File: src/blr_pkg.sv
`default_nettype none

package blr_pkg;

  localparam int COORD_BITS = 12;
  localparam int SPAN_BITS  = COORD_BITS + 1;
  localparam int ERR_BITS   = COORD_BITS + 4;
  localparam int COLOR_BITS = 16;

  typedef logic signed [COORD_BITS-1:0] coord_t;
  typedef logic signed [SPAN_BITS-1:0]  delta_t;
  typedef logic        [SPAN_BITS-1:0]  span_t;
  typedef logic signed [ERR_BITS-1:0]   err_t;
  typedef logic        [COLOR_BITS-1:0] color_t;

  typedef enum logic {
    FUNC_START = 1'b0,
    FUNC_STEP  = 1'b1
  } func_t;

  typedef struct packed {
    coord_t pixel_x;
    coord_t pixel_y;
    color_t pixel_color;
    logic   last_pixel;
  } pix_t;

  // sign-extend a coordinate to the difference width
  function automatic delta_t coord_ext(coord_t c);
    return delta_t'(c);
  endfunction

  // twice a span, zero-extended into the error width
  function automatic err_t span_x2(span_t s);
    return err_t'({s, 1'b0});
  endfunction

endpackage

`default_nettype wire

File: src/blr_if.sv
`default_nettype none

interface blr_in_if;
  import blr_pkg::*;

  logic   valid;
  logic   ready;
  func_t  func;
  coord_t x_start;
  coord_t y_start;
  coord_t x_end;
  coord_t y_end;

  modport source (output valid, func, x_start, y_start, x_end, y_end, input ready);
  modport sink   (input valid, func, x_start, y_start, x_end, y_end, output ready);
endinterface

interface blr_out_if;
  import blr_pkg::*;

  logic   valid;
  logic   ready;
  coord_t pixel_x;
  coord_t pixel_y;
  color_t pixel_color;
  logic   last_pixel;

  modport source (output valid, pixel_x, pixel_y, pixel_color, last_pixel, input ready);
  modport sink   (input valid, pixel_x, pixel_y, pixel_color, last_pixel, output ready);
endinterface

interface blr_cfg_if;
  import blr_pkg::*;

  logic   valid;
  logic   ready;
  color_t data;

  modport source (output valid, data, input ready);
  modport sink   (input valid, data, output ready);
endinterface

`default_nettype wire

File: src/bresenham_line_rasterizer.sv
`default_nettype none

// Bresenham line rasterizer. A start word (func = 0) loads two endpoints and
// produces nothing; the endpoints are ordered so that y never decreases (a
// flat line runs from x_end to x_start). Each step word (func = 1) then emits
// one pixel in the current line_color, with last_pixel set on the final one;
// a step with no line loaded is consumed and produces nothing. A start word
// at any time drops the old line. The step update is one add and one sign
// test on the error term, between the line-state and output registers, so
// a new word is taken every clock while in_word.ready is high. The output
// side has a main register plus a skid slot that fills while the main one
// is held, so in_word.ready depends only on local state and falls only when
// both hold pixels not yet taken. line_color is written via cfg_word (always
// ready) only while no line work is in flight: the user's rule, unenforced.
module bresenham_line_rasterizer (
  input  logic      clk,
  input  logic      rst_n,
  blr_in_if.sink    in_word,
  blr_out_if.source out_word,
  blr_cfg_if.sink   cfg_word
);
  import blr_pkg::*;

  // line state
  color_t line_color_r;
  coord_t cur_x_r, cur_x_nxt;
  coord_t cur_y_r, cur_y_nxt;
  err_t   err_r, err_nxt;
  span_t  left_r, left_nxt;
  span_t  span_x_r, span_x_nxt;
  span_t  span_y_r, span_y_nxt;
  logic   x_fwd_r, x_fwd_nxt;
  logic   x_major_r, x_major_nxt;
  logic   active_r, active_nxt;

  // output register and skid slot
  pix_t   out_pix_r, skid_pix_r;
  logic   out_valid_r, skid_valid_r;

  logic   in_acc, push, pop;
  pix_t   new_pix;

  // start-word decode
  logic   swap;
  coord_t x0, y0, x1, y1;
  delta_t dx, dy;
  logic   fwd_s;
  span_t  sx_s, sy_s;
  logic   maj_s;

  // step-word update
  logic   e_pos;
  err_t   min2, maj2;

  assign in_word.ready = !skid_valid_r;
  assign in_acc        = in_word.valid && in_word.ready;
  assign push          = in_acc && (in_word.func == FUNC_STEP) && active_r;
  assign pop           = out_valid_r && out_word.ready;

  assign cfg_word.ready = 1'b1;

  // endpoint ordering and spans
  always_comb begin
    swap  = (in_word.y_end <= in_word.y_start);
    x0    = swap ? in_word.x_end   : in_word.x_start;
    y0    = swap ? in_word.y_end   : in_word.y_start;
    x1    = swap ? in_word.x_start : in_word.x_end;
    y1    = swap ? in_word.y_start : in_word.y_end;
    dx    = coord_ext(x1) - coord_ext(x0);
    dy    = coord_ext(y1) - coord_ext(y0);
    fwd_s = !dx[SPAN_BITS-1];
    sx_s  = fwd_s ? span_t'(dx) : span_t'(-dx);
    sy_s  = span_t'(dy);
    maj_s = (sy_s <= sx_s);
  end

  // current pixel as it leaves
  always_comb begin
    new_pix.pixel_x     = cur_x_r;
    new_pix.pixel_y     = cur_y_r;
    new_pix.pixel_color = line_color_r;
    new_pix.last_pixel  = (left_r <= span_t'(1));
  end

  always_comb begin
    e_pos = !err_r[ERR_BITS-1];
    min2  = x_major_r ? span_x2(span_y_r) : span_x2(span_x_r);
    maj2  = x_major_r ? span_x2(span_x_r) : span_x2(span_y_r);

    cur_x_nxt   = cur_x_r;
    cur_y_nxt   = cur_y_r;
    err_nxt     = err_r;
    left_nxt    = left_r;
    span_x_nxt  = span_x_r;
    span_y_nxt  = span_y_r;
    x_fwd_nxt   = x_fwd_r;
    x_major_nxt = x_major_r;
    active_nxt  = active_r;

    if (in_acc && (in_word.func == FUNC_START)) begin
      cur_x_nxt   = x0;
      cur_y_nxt   = y0;
      span_x_nxt  = sx_s;
      span_y_nxt  = sy_s;
      x_fwd_nxt   = fwd_s;
      x_major_nxt = maj_s;
      active_nxt  = 1'b1;
      if (maj_s) begin
        err_nxt  = span_x2(sy_s) - err_t'(sx_s);
        left_nxt = sx_s + span_t'(1);
      end else begin
        err_nxt  = span_x2(sx_s) - err_t'(sy_s);
        left_nxt = sy_s + span_t'(1);
      end
    end else if (push) begin
      // major axis always advances; minor only when error is non-negative
      err_nxt = e_pos ? (err_r + min2 - maj2) : (err_r + min2);
      if (x_major_r || e_pos) begin
        cur_x_nxt = x_fwd_r ? (cur_x_r + coord_t'(1)) : (cur_x_r - coord_t'(1));
      end
      if (!x_major_r || e_pos) begin
        cur_y_nxt = cur_y_r + coord_t'(1);
      end
      if (left_r <= span_t'(1)) begin
        left_nxt   = '0;
        active_nxt = 1'b0;
      end else begin
        left_nxt = left_r - span_t'(1);
      end
    end
  end

  always_ff @(posedge clk) begin
    if (!rst_n) begin
      line_color_r <= '0;
      cur_x_r      <= '0;
      cur_y_r      <= '0;
      err_r        <= '0;
      left_r       <= '0;
      span_x_r     <= '0;
      span_y_r     <= '0;
      x_fwd_r      <= 1'b1;
      x_major_r    <= 1'b0;
      active_r     <= 1'b0;
    end else begin
      if (cfg_word.valid && cfg_word.ready) begin
        line_color_r <= cfg_word.data;
      end
      cur_x_r   <= cur_x_nxt;
      cur_y_r   <= cur_y_nxt;
      err_r     <= err_nxt;
      left_r    <= left_nxt;
      span_x_r  <= span_x_nxt;
      span_y_r  <= span_y_nxt;
      x_fwd_r   <= x_fwd_nxt;
      x_major_r <= x_major_nxt;
      active_r  <= active_nxt;
    end
  end

  // output register with skid slot; push never happens while skid is full
  always_ff @(posedge clk) begin
    if (!rst_n) begin
      out_valid_r  <= 1'b0;
      skid_valid_r <= 1'b0;
    end else if (skid_valid_r) begin
      if (pop) begin
        out_valid_r  <= 1'b1;
        skid_valid_r <= 1'b0;
      end
    end else if (push) begin
      if (!out_valid_r || pop) begin
        out_valid_r <= 1'b1;
      end else begin
        skid_valid_r <= 1'b1;
      end
    end else if (pop) begin
      out_valid_r <= 1'b0;
    end
  end

  always_ff @(posedge clk) begin
    if (skid_valid_r) begin
      if (pop) begin
        out_pix_r <= skid_pix_r;
      end
    end else if (push) begin
      if (!out_valid_r || pop) begin
        out_pix_r <= new_pix;
      end else begin
        skid_pix_r <= new_pix;
      end
    end
  end

  assign out_word.valid       = out_valid_r;
  assign out_word.pixel_x     = out_pix_r.pixel_x;
  assign out_word.pixel_y     = out_pix_r.pixel_y;
  assign out_word.pixel_color = out_pix_r.pixel_color;
  assign out_word.last_pixel  = out_pix_r.last_pixel;

  // skid slot only fills behind a held output word
  a_skid_behind_out: assert property (@(posedge clk) disable iff (!rst_n)
    skid_valid_r |-> out_valid_r)
    else $error("skid slot valid while output register empty");

  // the cycle after a step on an active line, the output register is valid
  a_step_emits: assert property (@(posedge clk) disable iff (!rst_n)
    push |=> out_valid_r)
    else $error("step on active line produced no pixel");

  // the last pixel ends the line
  a_last_ends: assert property (@(posedge clk) disable iff (!rst_n)
    push && new_pix.last_pixel |=> !active_r)
    else $error("line still active after its last pixel");

  // an active line always has pixels left
  a_active_left: assert property (@(posedge clk) disable iff (!rst_n)
    active_r |-> (left_r != '0))
    else $error("active line with no pixels left");

endmodule

`default_nettype wire

File: src/flat_wrapper.sv
// flat-port wrapper written by rule: the top's interface ports become plain ports
module bresenham_line_rasterizer_flat import blr_pkg::*;
  (clk, rst_n, in_word_valid, in_word_func, in_word_x_start, in_word_y_start, in_word_x_end, in_word_y_end, in_word_ready, out_word_valid, out_word_pixel_x, out_word_pixel_y, out_word_pixel_color, out_word_last_pixel, out_word_ready, cfg_word_valid, cfg_word_data, cfg_word_ready);
  blr_in_if in_word_i ();
  blr_out_if out_word_i ();
  blr_cfg_if cfg_word_i ();
  input  logic clk;
  input  logic rst_n;
  input wire logic [$bits(in_word_i.valid)-1:0] in_word_valid;
  input wire logic [$bits(in_word_i.func)-1:0] in_word_func;
  input wire logic [$bits(in_word_i.x_start)-1:0] in_word_x_start;
  input wire logic [$bits(in_word_i.y_start)-1:0] in_word_y_start;
  input wire logic [$bits(in_word_i.x_end)-1:0] in_word_x_end;
  input wire logic [$bits(in_word_i.y_end)-1:0] in_word_y_end;
  output wire logic [$bits(in_word_i.ready)-1:0] in_word_ready;
  output wire logic [$bits(out_word_i.valid)-1:0] out_word_valid;
  output wire logic [$bits(out_word_i.pixel_x)-1:0] out_word_pixel_x;
  output wire logic [$bits(out_word_i.pixel_y)-1:0] out_word_pixel_y;
  output wire logic [$bits(out_word_i.pixel_color)-1:0] out_word_pixel_color;
  output wire logic [$bits(out_word_i.last_pixel)-1:0] out_word_last_pixel;
  input wire logic [$bits(out_word_i.ready)-1:0] out_word_ready;
  input wire logic [$bits(cfg_word_i.valid)-1:0] cfg_word_valid;
  input wire logic [$bits(cfg_word_i.data)-1:0] cfg_word_data;
  output wire logic [$bits(cfg_word_i.ready)-1:0] cfg_word_ready;
  assign in_word_i.valid = in_word_valid;
  assign in_word_i.func = in_word_func;
  assign in_word_i.x_start = in_word_x_start;
  assign in_word_i.y_start = in_word_y_start;
  assign in_word_i.x_end = in_word_x_end;
  assign in_word_i.y_end = in_word_y_end;
  assign in_word_ready = in_word_i.ready;
  assign out_word_valid = out_word_i.valid;
  assign out_word_pixel_x = out_word_i.pixel_x;
  assign out_word_pixel_y = out_word_i.pixel_y;
  assign out_word_pixel_color = out_word_i.pixel_color;
  assign out_word_last_pixel = out_word_i.last_pixel;
  assign out_word_i.ready = out_word_ready;
  assign cfg_word_i.valid = cfg_word_valid;
  assign cfg_word_i.data = cfg_word_data;
  assign cfg_word_ready = cfg_word_i.ready;
  bresenham_line_rasterizer u_core (.clk(clk), .rst_n(rst_n), .in_word(in_word_i), .out_word(out_word_i), .cfg_word(cfg_word_i));
endmodule
File: config.mk
export PLATFORM = sky130hd
export DESIGN_NAME = bresenham_line_rasterizer_flat
export DESIGN_NICKNAME = d
export VERILOG_FILES = /design/src/blr_pkg.sv /design/src/blr_if.sv /design/src/bresenham_line_rasterizer.sv /design/src/flat_wrapper.sv
export SDC_FILE = /design/constraint.sdc
export NUM_CORES = 1
export LEC_CHECK = 0
export BUFFER_PORTS_ARGS = -buffer_cell sky130_fd_sc_hd__buf_4
export CAP_MARGIN = 20
export CORE_MARGIN = 8
export CORE_UTILIZATION = 25
export DETAILED_ROUTE_END_ITERATION = 8
export HOLD_SLACK_MARGIN = 0.02
export PLACE_DENSITY = 0.5
export SLEW_MARGIN = 20
export SYNTH_ARGS = -nofsm -noshare
export SYNTH_HDL_FRONTEND = slang
export SYNTH_SLANG_ARGS = --single-unit
File: constraint.sdc
create_clock -name clk -period 14.1 [get_ports clk]
set_clock_uncertainty 0.1 [all_clocks]
set_input_delay 4.23 -clock clk [delete_from_list [all_inputs] [get_ports clk]]
set_output_delay 4.23 -clock clk [all_outputs]
set_load 0.05 [all_outputs]
==> qor.txt, run 1 <==
number of global-route vias before repair - 11503
Die Ht - 251 um
Leakage Power - 6.38 nW
global routing usage summed across all routing layers - 13.1%
Sequential cell area - 4450 um^2
WHS - 0.360 ns
element type at the critical path start - input port
number of antenna violations at the first check in global routing - 1
die area - 63000 um^2
P&R area growth vs syn - 15.9%
main area contributors after synthesis - sky130_fd_sc_hd__edfxtp_1 18%, sky130_fd_sc_hd__dfxtp_1 14%, sky130_fd_sc_hd__ha_1 7.9%, sky130_fd_sc_hd__xnor2_1 5.3%, sky130_fd_sc_hd__mux2_2 4.4%
fmax - 0.0818 GHz
total count of max-transition violations in the final report - 0
sequential share of power - 26.3%
setup violation total in the final timing report - 0
maximum fanout along the worst path - 22
result of the run - complete, no violations
count of routing violations after the opening detailed-route iteration - 705
Worst EP arrival - 12.43 ns
remaining global-route overflow - 0
highest-delay cell along the critical path - sky130_fd_sc_hd__ha_1
commonest non-fill, non-tap cell in the layout - sky130_fd_sc_hd__nand2_1
antenna diode instance count - 0
worst path required time - 14.31 ns
Async SR Flop Fraction - 0%
post-synth top area share - 17.8%
number of instances in the synthesized netlist - 1571
CTS tree - done
routed wirelength normalized by instance count - 17.7 um
Slew @ Worst Pin - 0.997 ns
number of clock buffers inserted by TritonCTS - 17
IR drop worst, VDD - 0.0938 mV
Final period util - 86.7%
total routed wirelength - 41800 um
endpoint class of the critical path - register
area of the multi-input gates - 8740 um^2
total power density per cell area - 148 nW/um^2
headroom to the max-slew limit - 33.5%
setup fix buffers added after clock tree synthesis - 0
largest stage delay on the critical path - 0.72 ns
max capacitance violation total - 0
count of pins on the block boundary - 114
final hold viol count - 0
number of nets with antenna violations after detailed routing - 0
# DRC - 0
buffer cell driving the clock tree root - sky130_fd_sc_hd__clkbuf_16
clock period minus worst slack - 12.22 ns
number of synthesized register bits - 181
die span in x - 251 um
Resized cells post-CTS - 0
clk sink count - 181
sequential share of the synthesized area - 32.2%
setup TNS - 0 ns
cell row count - 86
total internal power - 0.00134 W
# port buffers - 112
Post-CTS Hold Fix Bufs - 0
# nets final - 1809
post-synthesis cell area - 13800 um^2
DR vias - 11703
proportion of layout cells with a drive suffix above 1 - 16.0%
clock-pin slew of the registers on the worst-case setup and hold paths - 0.08 ns
Post-synth EDFFs - 82
count of different cell masters after synthesis - 96
Clock Power Share - 21.5%
global-route wire length before repair - 66600 um
placer's final routability congestion estimate - 0.902
yosys synthesis warning count - 0
area of the placeable core - 54900 um^2
drt first pass iters - 5
Layout fillers - 5790
unrepaired setup endpoints after global routing - false
mean instance size in the synthesized netlist - 8.79 um^2
library cell with the largest summed area after synthesis - sky130_fd_sc_hd__edfxtp_1
H-tree levels - 4
most used cells in the layout excluding fill and tap cells - 154 x sky130_fd_sc_hd__nand2_1, 130 x sky130_fd_sc_hd__buf_4, 127 x sky130_fd_sc_hd__nor2_1
Worst Path Class, Setup - in2reg
Comb power frac - 52.3%
clk buf depth - 2
initial standard-cell utilization of the core - 25.2%
switching fraction of total power - 43.3%
Net Switching - 0.00103 W
Post-Syn Nets - 1733
latest clock arrival within the worst-skew pair - 0.47 ns
most frequently used flop master after synthesis - sky130_fd_sc_hd__dfxtp_1
number of vias per cell - 4.95
maximum number of pins on one net before global-route repair - 64
classification of the worst-slack hold path - reg2reg
half-perimeter wire length of the detailed placement result - 31500 um
[registers in the layout, summed over array words and instances (netlist names)]
| name | count |
|---|---|
| u_core.active_r | 1 |
| u_core.cur_x_r | 12 |
| u_core.cur_y_r | 12 |
| u_core.err_r | 15 |
| u_core.left_r | 13 |
| u_core.line_color_r | 16 |
| u_core.out_word.last_pixel | 1 |
| u_core.out_word.pixel_color | 16 |
| u_core.out_word.pixel_x | 12 |
| u_core.out_word.pixel_y | 12 |
| u_core.out_word.valid | 1 |
| u_core.skid_pix_r | 41 |
| u_core.skid_valid_r | 1 |
| u_core.span_x_r | 13 |
| u_core.span_y_r | 13 |
| u_core.x_fwd_r | 1 |
| u_core.x_major_r | 1 |
[Yosys cell counts, drive strengths merged (5+ instances only)]
master  number
nor3b        5
nand2      155
dfxtp       99
fa           5
o21a         8
nand3       26
and3        13
xnor2       85
a21o        15
nor2       129
o31ai        7
a211oi      20
xor2        21
o21ai       88
ha          87
clkbuf      46
o22ai        9
o211ai      50
o211a       12
maj3        19
nor2b       50
inv         89
o311ai      12
mux2i       43
a21oi      108
buf         27
and2        15
a31oi       11
nand4       15
or3         11
nor3        24
a221oi       7
o21bai      21
nand2b      33
edfxtp      82
a21boi      12
mux2        55
[metrics by stage]
| step | util, % | cells | total power (W) | instance area (um^2) | setup slack [ns] |
|---|---|---|---|---|---|
| 2_1_floorplan | - | 1571 | 0.00157 | 13800 | 2.76 |
| 3_3_place_gp | 28.0 | 2332 | 0.00185 | 15400 | 1.86 |
| 3_5_place_dp | 28.0 | 2332 | 0.00186 | 15400 | 1.57 |
| 4_1_cts | 29.2 | 2364 | 0.00239 | 16000 | 2.01 |
| 5_1_grt | 29.2 | 2364 | 0.00256 | 16000 | 1.08 |
| 6_report | 29.2 | 2364 | 0.00237 | 16000 | 1.88 |
[cell families after synthesis]
family,after synthesis,synth area share (%)
simple gates,493,17.4
xor+xnor,107,7.13
fa+ha+maj,111,10.0
buf+inv,162,4.84
other cells,1,0.0271
flops,181,32.2
compound gates,418,20.8
mux,98,7.63
[power groups by stage]
stage	Combinational (W)	Sequential (W)	Clock, W
after detailed placement	0.00123	0.000633	0
after CTS	0.00124	0.000621	0.000528
after global placement	0.00122	0.000632	0
after global routing	0.00139	0.000627	0.000546
after floorplan	0.000937	0.000633	0
final	0.00124	0.000622	0.000508
[worst max-delay path: cells and delay by family]
family	cells	cell delay, ns
AOI/OAI and AO/OA	17	3.81
adders and majority gates	4	1.58
and+or+nand+nor	12	1.51
buffers and inverters	4	0.54
muxes	1	0.41
xor gates and xnor gates	1	0.31
[path summary, 6_finish.rpt]
path / start / end / slack [ns] / cells after the start
max: in_word_y_start[11] / u_core.left_r[8] / 1.88 / 39
min: u_core.line_color_r[4] / u_core.skid_pix_r[5] / 0.36 / 0
max reg2reg: u_core.x_major_r / u_core.err_r[14] / 8.63 / 21
min reg2reg: u_core.line_color_r[4] / u_core.skid_pix_r[5] / 0.36 / 0
[final cells by class]
type	instances	area share, %
clock buffer	17	2.66
clock inverter	15	1.30
inverter	89	2.09
multi-input combinational	1228	54.6
sequential	181	27.8
tap	704	5.50
timing repair buffer	130	6.10
[layer usage]
layer | vias to the layer above | share of wire [%] | wire (um) | GRT usage (%)
li1 | 5841 | - | - | -
met1 | 5562 | 48 | 20200 | 17.7
met2 | 244 | 46 | 19100 | 21.2
met3 | 54 | 3.9 | 1610 | 2.24
met4 | 2 | 2.3 | 981 | 4.12
met5 | - | 0.031 | 13 | 0
(Power assumes the default switching activity.)
==> run 2, diff against run 1 <==
--- a/config.mk
+++ b/config.mk
@@ -5,6 +5,7 @@
 export SDC_FILE = /design/constraint.sdc
 export NUM_CORES = 1
 export LEC_CHECK = 0
+export ABC_AREA = 1
 export BUFFER_PORTS_ARGS = -buffer_cell sky130_fd_sc_hd__buf_4
 export CAP_MARGIN = 20
 export CORE_MARGIN = 8
==> run 2 against run 1 <==
Compared with the run above:
- synthesized cell count rose by 19%
- critical path depth rose by 5
- first-iteration DRC count fell by 2.8%
- worst setup slack improved by 1.7 ns
- register-to-register slack improved by 0.52 ns
- sequential power fell by 3.9%
- count of clock-buffer cells in the layout rose by 3
- global-route usage rose by 0.30 points
- via count rose by 5.7%
- critical endpoint is now u_core.left_r[12]
==> qor.txt, run 2 <==
final core occ - 29.0% (-0.13 points)
sequential share of power - 27.0% (+0.7 points)
endpoint class of the critical path - register
unrepaired setup endpoints after global routing - false
Post-synth top cells - 450 x sky130_fd_sc_hd__nand2_1, 231 x sky130_fd_sc_hd__inv_1, 174 x sky130_fd_sc_hd__o21ai_0, 153 x sky130_fd_sc_hd__a21oi_1, 115 x sky130_fd_sc_hd__nor2_1
clock period minus worst slack - 10.55 ns (-1.67 ns)
number of antenna violations at the first check in global routing - 1 (unchanged)
total routed wirelength - 40700 um (-2.8%)
number of instances in the synthesized netlist - 1870 (+19%)
initial standard-cell utilization of the core - 25.1% (-0.097 points)
die area - 61200 um^2 (-2.9%)
Largest delay share family, worst path - simple AND/OR/NAND/NOR gates
number of vias per cell - 4.65 (-6.0%)
post-synth top area share - 18.4% (+0.57 points)
Die Ht - 247 um (-1.5%)
capture instance of the worst register-to-register path - u_core.err_r[14]
routed wirelength normalized by instance count - 15.3 um (-14%)
number of clock buffers inserted by TritonCTS - 17 (unchanged)
Worst Path Class, Setup - in2reg
count of routing violations after the opening detailed-route iteration - 685 (-2.8%)
clk sink count - 181 (unchanged)
Async SR Flop Fraction - 0% (unchanged)
most repeated cell in the gate-level netlist after synthesis - sky130_fd_sc_hd__nand2_1
flip-flop count of the largest register after layout - 41 (unchanged)
proportion of layout cells with a drive suffix above 1 - 13.5% (-2.5 points)
count of different cell masters after synthesis - 55 (-43%)
H-tree levels - 4 (unchanged)
library cell with the largest summed area after synthesis - sky130_fd_sc_hd__edfxtp_1
most frequently used flop master after synthesis - sky130_fd_sc_hd__dfxtp_1
Layout fillers - 5820 (+0.52%)
Resized cells post-CTS - 0 (unchanged)
DR vias - 12367 (+5.7%)
highest-delay cell along the critical path - sky130_fd_sc_hd__xor2_1
sequential share of the synthesized area - 33.2% (+1.0 points)
final hold viol count - 0 (unchanged)
Bufs and invs on worst path - 6 (+2)
global routing usage summed across all routing layers - 13.4% (+0.30 points)
commonest non-fill, non-tap cell in the layout - sky130_fd_sc_hd__nand2_1
clock-pin slew of the registers on the worst-case setup and hold paths - 0.07 ns (about the same)
post-synthesis cell area - 13400 um^2 (-3.1%)
Net Switching - 0.000975 W (-4.9%)
multiplexer fraction of the synthesized cell area - 0% (-7.6 points)
# nets final - 2110 (+17%)
Adder-Cell Fraction of Synth Area - 8.88% (-1.1 points)
CTS tree - done
result of the run - complete, no violations
total internal power - 0.00124 W (-7.4%)
Clock Power Share - 22.3% (+0.8 points)
IR drop worst, VDD - 0.0915 mV (-2.5%)
largest family of logic cells by synthesized area - simple AND/OR/NAND/NOR gates
mean instance size in the synthesized netlist - 7.16 um^2 (-19%)
Post-Syn Nets - 2032 (+17%)
# DRC - 0 (unchanged)
most frequent cell on the critical path - sky130_fd_sc_hd__nand2_1
main area contributors after synthesis - sky130_fd_sc_hd__edfxtp_1 18%, sky130_fd_sc_hd__dfxtp_1 15%, sky130_fd_sc_hd__nand2_1 13%, sky130_fd_sc_hd__ha_1 8.1%, sky130_fd_sc_hd__o21ai_0 6.5%
total count of max-transition violations in the final report - 0 (unchanged)
logic depth of the worst setup path including buffers - 44 (+13%)
Comb power frac - 50.7% (-1.6 points)
largest stage delay on the critical path - 0.57 ns (-0.15 ns)
area of the placeable core - 53400 um^2 (-2.7%)
simple-gate share of the synthesized area - 25.7% (+8.3 points)
most used cells in the layout excluding fill and tap cells - 450 x sky130_fd_sc_hd__nand2_1, 230 x sky130_fd_sc_hd__inv_1, 174 x sky130_fd_sc_hd__o21ai_0
headroom to the max-slew limit - 45.6% (+12 points)
worst path required time - 14.38 ns (+0.07 ns)
classification of the worst-slack hold path - reg2reg
number of global-route vias before repair - 12173 (+5.8%)
count of pins on the block boundary - 114 (unchanged)
launch instance of the worst register-to-register path - u_core.x_major_r
Post-synth EDFFs - 82 (unchanged)
# port buffers - 112 (unchanged)
most flop-heavy register - u_core.skid_pix_r
P&R area growth vs syn - 15.8% (about the same)
placed cell count - 2625 (+13%)
final cell count without fillers - 2657 (+12%)
area fraction in compound gates after synthesis - 18.5% (-2.4 points)
Post-CTS Hold Fix Bufs - 0 (unchanged)
buffer cell driving the clock tree root - sky130_fd_sc_hd__clkbuf_16
setup fix buffers added after clock tree synthesis - 0 (unchanged)
end point of the critical path - u_core.left_r[12]
global-route wire length before repair - 65900 um (-0.92%)
number of nets with antenna violations after detailed routing - 0 (unchanged)
setup TNS - 0 ns (unchanged)
setup violation total in the final timing report - 0 (unchanged)
Worst Reg2Reg Path Length in Cells - 24 (+14%)
Slew @ Worst Pin - 0.813 ns (-0.185 ns)
total power density per cell area - 143 nW/um^2 (-3.3%)
parity-gate share of the synthesized area counting xor and xnor cells - 4.58% (-2.5 points)
remaining global-route overflow - 0 (unchanged)
switching fraction of total power - 44.0% (+0.65 points)
Final period util - 74.8% (-12 points)
maximum fanout along the worst path - 37 (+68%)
drt first pass iters - 5 (unchanged)
number of synthesized register bits - 181 (unchanged)
max capacitance violation total - 0 (unchanged)
yosys synthesis warning count - 0 (unchanged)
antenna diode instance count - 0 (unchanged)
Leakage Power - 7.08 nW (+11%)
Crit. Startpoint - in_word_y_start[8]
element type at the critical path start - input port
die span in x - 247 um (-1.5%)
half-perimeter wire length of the detailed placement result - 31100 um (-1.4%)
latest clock arrival within the worst-skew pair - 0.46 ns (about the same)
flop-to-flop setup slack - 9.15 ns (+0.52 ns)
maximum number of pins on one net before global-route repair - 62 (-3.1%)
cell row count - 85 (-1.2%)
placer's final routability congestion estimate - 0.875 (-3.0%)
clk buf depth - 2 (unchanged)
fmax - 0.0948 GHz (+16%)
Worst EP arrival - 10.83 ns (-1.60 ns)
run 2: cell count changes in the layout (fill, tap and decap cells not counted), sizes merged, moves of 55 or more:
cell	before	now
nand2	155	495
inv	97	248
o21ai	88	205
nand3	26	98
xnor2	85	17
mux2	55	0
run 2: metal layers:
metal,track usage [%],part of all wire (%),vias up
met1,17.5,47,5710
met4,4.44,2.3,2
met2,22.2,46,243
met5,0,0.032,-
li1,-,-,6360
met3,2.50,4.7,52
run 2: how the worst min path moves through the flow:
stage / end / cells after the start / slack [ns] / startpoint
2_1_floorplan: u_core.skid_pix_r[10] / 0 / 0.33 / u_core.line_color_r[9]
3_3_place_gp: u_core.skid_pix_r[8] / 0 / 0.33 / u_core.line_color_r[7]
3_5_place_dp: u_core.skid_pix_r[11] / 0 / 0.34 / u_core.line_color_r[10]
4_1_cts: u_core.skid_pix_r[13] / 0 / 0.36 / u_core.line_color_r[12]
5_1_grt: u_core.skid_pix_r[12] / 0 / 0.37 / u_core.line_color_r[11]
6_report: u_core.skid_pix_r[15] / 0 / 0.35 / u_core.line_color_r[14]
run 2: logic make-up (layout without fill, tap and decap cells):
family,Yosys count,after routing
AO/OA/AOI/OAI,446,446
XOR/XNOR,70,70
adder cells (fa/ha/maj),92,92
buffers and inverters,309,400
flip-flops,181,181
other,1,1
AND/OR/NAND/NOR,771,771
run 2: power by group through the flow:
stage	clock network (W)	logic [W]	registers, W
after floorplan	0	0.000869	0.000605
after global placement	0	0.00110	0.000609
after detailed placement	0	0.00112	0.000610
after CTS	0.000513	0.00113	0.000598
after global routing	0.000531	0.00128	0.000602
final	0.000495	0.00112	0.000598
run 2: cell type report:
| class | instances | area, um^2 | share of cell area (%) |
|---|---|---|---|
| timing repair buffer | 126 | 946 | 6.10 |
| multi-input combinational | 1380 | 7750 | 50.0 |
| clock inverter | 12 | 143 | 0.920 |
| inverter | 242 | 911 | 5.88 |
| sequential | 181 | 4450 | 28.7 |
| clock buffer | 20 | 437 | 2.82 |
| tap | 696 | 871 | 5.62 |
run 2: per-stage QoR:
step	total power, W	worst slack (ns)	instance area [um^2]	hold slack (ns)
finish	0.00222	3.55	15500	0.353
CTS	0.00224	3.62	15500	0.356
global route	0.00241	2.91	15500	0.371
global placement	0.00171	3.23	14900	0.334
detailed placement	0.00173	3.15	14900	0.340
floorplan	0.00147	4.67	13400	0.325
